--- src/rtl/hlpt_pkg.sv ---
// Package for the hashed LRU page tag table: operation, status and slot-kind codes,
// hash constants, slot entry layout and state machine types.
// No dependencies.
package hlpt_pkg;

   localparam int MODE_W   = 3;
   localparam int STATUS_W = 3;
   localparam int HANDLE_W = 64;
   localparam int PAGE_W   = 52;
   localparam int FRAME_W  = 64;
   localparam int LIVE_W   = 11;

   localparam logic [MODE_W-1:0] MODE_LOOKUP = 3'd0;
   localparam logic [MODE_W-1:0] MODE_GET    = 3'd1;
   localparam logic [MODE_W-1:0] MODE_REMOVE = 3'd2;
   localparam logic [MODE_W-1:0] MODE_EVICT  = 3'd3;
   localparam logic [MODE_W-1:0] MODE_CLEAR  = 3'd4;

   localparam logic [STATUS_W-1:0] ST_HIT       = 3'd0;
   localparam logic [STATUS_W-1:0] ST_INSERTED  = 3'd1;
   localparam logic [STATUS_W-1:0] ST_NOT_FOUND = 3'd2;
   localparam logic [STATUS_W-1:0] ST_FULL      = 3'd3;
   localparam logic [STATUS_W-1:0] ST_REMOVED   = 3'd4;
   localparam logic [STATUS_W-1:0] ST_EMPTY     = 3'd5;
   localparam logic [STATUS_W-1:0] ST_CLEARED   = 3'd6;

   localparam logic [1:0] KIND_EMPTY = 2'd0;
   localparam logic [1:0] KIND_LIVE  = 2'd1;
   localparam logic [1:0] KIND_TOMB  = 2'd2;

   localparam logic [63:0] MIX_GOLDEN = 64'h9e3779b97f4a7c15;
   localparam logic [63:0] MIX_MUL_A  = 64'hbf58476d1ce4e5b9;
   localparam logic [63:0] MIX_MUL_B  = 64'h94d049bb133111eb;

   typedef struct packed {
      logic [1:0]          kind;
      logic [HANDLE_W-1:0] handle;
      logic [PAGE_W-1:0]   page;
      logic [FRAME_W-1:0]  frame;
   } slot_entry_type;

   typedef enum logic [1:0] {
      HS_IDLE,
      HS_MUL,
      HS_MOD,
      HS_DONE
   } hash_state_type;

   typedef enum logic [3:0] {
      TS_SWEEP,
      TS_IDLE,
      TS_HASH,
      TS_PROBE,
      TS_EVICT,
      TS_UNL_NEWER,
      TS_UNL_OLDER,
      TS_PUSH_SELF,
      TS_PUSH_PREV,
      TS_FINISH
   } tbl_state_type;

endpackage

--- src/rtl/hlpt_hash.sv ---
// Key hash unit: 64-bit mix with two sequential 64x64 low-half multiplies on a
// shared 32x32 multiplier, then a 4-bit-per-cycle reduction modulo TABLE_SLOTS.
// Depends on hlpt_pkg.
module hlpt_hash
   import hlpt_pkg::*;
#(
   parameter int TABLE_SLOTS = 1024
) (
   input  logic                          clock,
   input  logic                          reset,
   input  logic                          start,
   input  logic [HANDLE_W-1:0]           handle,
   input  logic [PAGE_W-1:0]             page,
   output logic                          done,
   output logic [$clog2(TABLE_SLOTS)-1:0] slot
);

   localparam int IDX_W = $clog2(TABLE_SLOTS);
   localparam int LNK_W = $clog2(TABLE_SLOTS + 1);
   localparam int RW    = LNK_W + 4;
   localparam logic [RW-1:0] SLOTS_R = RW'(TABLE_SLOTS);

   hash_state_type   state_ff, state_in;
   logic [63:0]      v_ff, v_in;
   logic [63:0]      acc_ff, acc_in;
   logic [1:0]       step_ff, step_in;
   logic             round_ff, round_in;
   logic [3:0]       dig_ff, dig_in;
   logic [IDX_W-1:0] rem_ff, rem_in;

   logic [63:0] mix_x;
   logic [63:0] mul_b;
   logic [31:0] op_a, op_b;
   logic [63:0] prod;
   logic [63:0] acc_sum;
   logic [RW-1:0] red;

   always_comb begin
      mix_x   = handle ^ (64'(page) + MIX_GOLDEN + (handle << 6) + (handle >> 2));
      mul_b   = round_ff ? MIX_MUL_B : MIX_MUL_A;
      op_a    = (step_ff == 2'd1) ? v_ff[63:32] : v_ff[31:0];
      op_b    = (step_ff == 2'd2) ? mul_b[63:32] : mul_b[31:0];
      prod    = 64'(op_a) * 64'(op_b);
      acc_sum = (step_ff == 2'd0) ? prod : acc_ff + {prod[31:0], 32'd0};
      // remainder step: value stays below 16 * TABLE_SLOTS
      red = (RW'(rem_ff) << 4) | RW'(v_ff[63:60]);
      for (int k = 3; k >= 0; k--) begin
         if (red >= (SLOTS_R << k)) begin
            red = red - (SLOTS_R << k);
         end
      end
   end

   always_comb begin
      state_in = state_ff;
      unique case (state_ff)
         HS_IDLE: if (start) state_in = HS_MUL;
         HS_MUL:  if (step_ff == 2'd2 && round_ff) state_in = HS_MOD;
         HS_MOD:  if (dig_ff == 4'd15) state_in = HS_DONE;
         HS_DONE: state_in = HS_IDLE;
         default: state_in = HS_IDLE;
      endcase
   end

   always_comb begin
      v_in     = v_ff;
      acc_in   = acc_ff;
      step_in  = step_ff;
      round_in = round_ff;
      dig_in   = dig_ff;
      rem_in   = rem_ff;
      done     = 1'b0;
      slot     = rem_ff;
      unique case (state_ff)
         HS_IDLE: begin
            if (start) begin
               v_in     = mix_x ^ (mix_x >> 30);
               step_in  = 2'd0;
               round_in = 1'b0;
            end
         end
         HS_MUL: begin
            acc_in = acc_sum;
            if (step_ff == 2'd2) begin
               step_in = 2'd0;
               if (!round_ff) begin
                  v_in     = acc_sum ^ (acc_sum >> 27);
                  round_in = 1'b1;
               end else begin
                  v_in   = acc_sum ^ (acc_sum >> 31);
                  dig_in = 4'd0;
                  rem_in = '0;
               end
            end else begin
               step_in = step_ff + 2'd1;
            end
         end
         HS_MOD: begin
            rem_in = IDX_W'(red);
            v_in   = v_ff << 4;
            dig_in = dig_ff + 4'd1;
         end
         HS_DONE: done = 1'b1;
         default: done = 1'b0;
      endcase
   end

   always_ff @(posedge clock) begin
      if (reset) begin
         state_ff <= HS_IDLE;
      end else begin
         state_ff <= state_in;
      end
      v_ff     <= v_in;
      acc_ff   <= acc_in;
      step_ff  <= step_in;
      round_ff <= round_in;
      dig_ff   <= dig_in;
      rem_ff   <= rem_in;
   end

endmodule

--- config.mk ---
export PLATFORM = sky130hd
export DESIGN_NAME = hlpt_hash
export DESIGN_NICKNAME = d
export VERILOG_FILES = /design/src/rtl/hlpt_pkg.sv /design/src/rtl/hlpt_hash.sv
export SDC_FILE = /design/constraint.sdc
export NUM_CORES = 2
export LEC_CHECK = 0
export ABC_CLOCK_PERIOD_IN_PS = 18850
export BUFFER_PORTS_ARGS = -buffer_cell sky130_fd_sc_hd__buf_2
export CAP_MARGIN = 20
export CELL_PAD_IN_SITES_DETAIL_PLACEMENT = 1
export CELL_PAD_IN_SITES_GLOBAL_PLACEMENT = 2
export CORE_UTILIZATION = 46
export CTS_BUF_LIST = sky130_fd_sc_hd__clkbuf_16
export CTS_CLUSTER_DIAMETER = 200
export CTS_CLUSTER_SIZE = 24
export DETAILED_ROUTE_END_ITERATION = 7
export PLACE_DENSITY_LB_ADDON = 0.12
export SLEW_MARGIN = 20
export SYNTH_ARGS = -nofsm -noshare
export SYNTH_HDL_FRONTEND = slang
export SYNTH_SLANG_ARGS = --single-unit
--- constraint.sdc ---
create_clock -name clock -period 18.85 [get_ports clock]
set_input_delay 1.885 -clock clock [delete_from_list [all_inputs] [get_ports clock]]
set_output_delay 1.885 -clock clock [all_outputs]
set_load 0.005 [all_outputs]
==> impl_metrics.ini <==
[clock_network]
clock_sinks = 147
clk_pin_slew_ns = 0.07
cts_setup_buffers = 0
cts.repair.resized = 0
insertion_delay_ns = 0.45
cts_root_buffer = clkbuf_16
cts_tree = done
h-tree-depth = 4
cts_max_path_buffers = 2
cts_made_buffers = 17
holdBufCountCts = 0

[sta]
holdWs_ns = 0.5494
rsz0062_at_grt = no
hold_violations = 0
final.setup_skew_ns = 0.01121
tightestPinTransition_ns = 1.219
fmax_mhz = 78.63
min_period_ns = 12.72
setup_tns_ns = 0
finalCritPeriodShare_pct = 67.47
setup_viol = 0
report.final.slew_viol_count = 0
relSlewSlack_pct = 18.17

[route]
vias = 35086
met2RoutedLength_um = 85930
ant_nets = 0
viasPerCell = 5.695
firstDrtPassIters = 5
wirelength_um = 177500
drtIter0Drc = 2765
drc = 0
dr.max_layer_used = met4
wire_per_inst_um = 28.81
wl_met3_um = 10890
wl_met1_um = 72080

[synthesis]
synth_edf_count = 145
synth_top_area_cell = fa_1
yosys_warnings = 0
syn-instance-count = 4820
async_reset_ff_share_pct = 0
synth-main-ff-cell = edfxtp_1
syn_nets = 6320
ys_types = 86
ys_seq_area_share_pct = 9.730
synth.avg_cell_area_um2 = 9.370
synth_seq_cells = 147
synth.top_cell.area_share_pct = 38.56
netlist_area_mm2 = 0.04516
synth_area_leaders = fa_1, ha_1, inv_1, edfxtp_1, xnor2_1

[finish]
fin_nets = 6372
post-route-util_pct = 49.26
fin_area_mm2 = 0.04778
antenna_cells = 0
drive_above_1_share_pct = 5.998
area_delta_synth_final_pct = 5.798

[min_path]
hold_path_depth = 1
hold_path_class = reg -> reg

[worst_setup_path]
worst_setup_path_start_kind = flop
cp.arrival_ns = 12.89
cp-end-kind = flop
cp.required_ns = 19.02
cp_common_cell = fa_1
cpPeakStageDelay_ns = 0.70
r2r_cells = 37
cp_slowest_cell = a2111oi_2
crit_path_max_fanout = 38
worst-path-buf-inv = 8
cp.depth = 37
cpLargestDelayFamily = adder cells
crit_type = reg -> reg

[grt]
antenna_found_initial = 0
grt_pass1_wl_um = 261900
grt_usage_pct = 36.63
grt_max_degree = 75
grt-ovfl-total = 0
first_global_vias = 38920

[placement]
place_area_mm2 = 0.04721
port_buffers = 129
hpwl_um = 157000
place.gp.congestion = 1.004

[job]
maxCapViolCount = 0

[die]
die-area_mm2 = 0.09944
coreArea_mm2 = 0.09699
rows = 114
die_w_um = 315.3
start_util_pct = 46.56
io-pin-count = 130
die_y_um = 315.3

[status]
status = finished, final reports clean
through the flow:
step | std cells | setup WS [ns]
6_report | 6161 | 6.132
5_1_grt | 6161 | 5.510
4_1_cts | 6161 | 6.172
3_5_place_dp | 6129 | 6.325
3_3_place_gp | 6127 | 6.091
2_1_floorplan | 4820 | 8.380
per-layer routing:
metal	global-route usage (%)	vias up
met1	46.90	18178
met4	15.23	0
met3	5.123	284
met2	62.16	1299
met5	0	-
li1	-	15325
worst reg2reg max path, delay by kind of cell (launching register included):
| kind | cells | cell delay [ns] |
|---|---|---|
| simple gates | 8 | 2.25 |
| mux | 1 | 0.57 |
| compound gates | 7 | 1.92 |
| flops | 1 | 0.40 |
| xor+xnor | 3 | 0.71 |
| buf+inv | 8 | 1.77 |
| fa+ha+maj | 10 | 4.84 |
state kept, by name (all words and copies together), names as in the netlist:
register	flops
state_ff	2
acc_ff	64
step_ff	2
slot	10
dig_ff	4
v_ff	64
round_ff	1
synth_stat cells, types with 9 or more instances:
cell type / n
a211oi_1: 12
a21o_1: 89
a21oi_1: 204
a221oi_1: 31
a22oi_1: 12
a31oi_1: 30
a41oi_1: 9
and2_1: 30
and3_1: 15
buf_1: 18
clkbuf_1: 106
edfxtp_1: 145
fa_1: 870
ha_1: 511
inv_1: 1162
mux2_2: 55
mux2i_1: 40
nand2_1: 307
nand2b_1: 16
nand3_1: 41
nand4_1: 38
nor2_1: 376
nor2b_1: 14
nor3_1: 34
o211ai_1: 15
o21a_1: 13
o21ai_0: 97
o21ai_1: 34
o21bai_1: 31
o221ai_1: 18
o22ai_1: 20
or2_2: 9
or3_1: 15
xnor2_1: 194
xor2_1: 88
cell families after synthesis:
logic type,count (synthesis),synth area share [%]
adders and majority gates,1381,52.72
buffers and inverters,1304,10.94
and+or+nand+nor,928,8.984
AOI/OAI and AO/OA,680,9.793
xor gates and xnor gates,282,5.469
DFF,147,9.730
muxes,98,2.366
final timing paths:
check	startpoint	end	slack, ns
worst max-delay path	round_ff	v_ff[36]	6.13
worst min-delay path	slot[1]	slot[5]	0.55
worst max register to register	round_ff	v_ff[36]	6.13
worst min register to register	slot[1]	slot[5]	0.55
cell type report:
| type | instances | area [um^2] |
|---|---|---|
| Multi-Input combinational cell | 3369 | 35880 |
| Timing Repair Buffer | 171 | 968.4 |
| Clock buffer | 17 | 425.4 |
| Tap cell | 1276 | 1597 |
| Sequential cell | 147 | 4394 |
| Clock inverter | 15 | 143.9 |
| Fill cell | 11245 | 49210 |
| Inverter | 1166 | 4377 |
placed cells by master (no fill, tap or decap), types with 40 or more instances in the layout:
cell / count
o21ai_0: 96
xnor2_1: 194
xor2_1: 88
buf_4: 40
nand2_1: 307
nor2_1: 375
mux2_2: 55
nand3_1: 41
a21o_1: 89
a21oi_1: 203
mux2i_1: 40
edfxtp_1: 145
fa_1: 870
inv_1: 1165
ha_1: 506
buf_2: 129
Power is left out: the tool's default activity adds up to more than one toggle a clock period on the data nets, which glitch-free logic cannot reach.
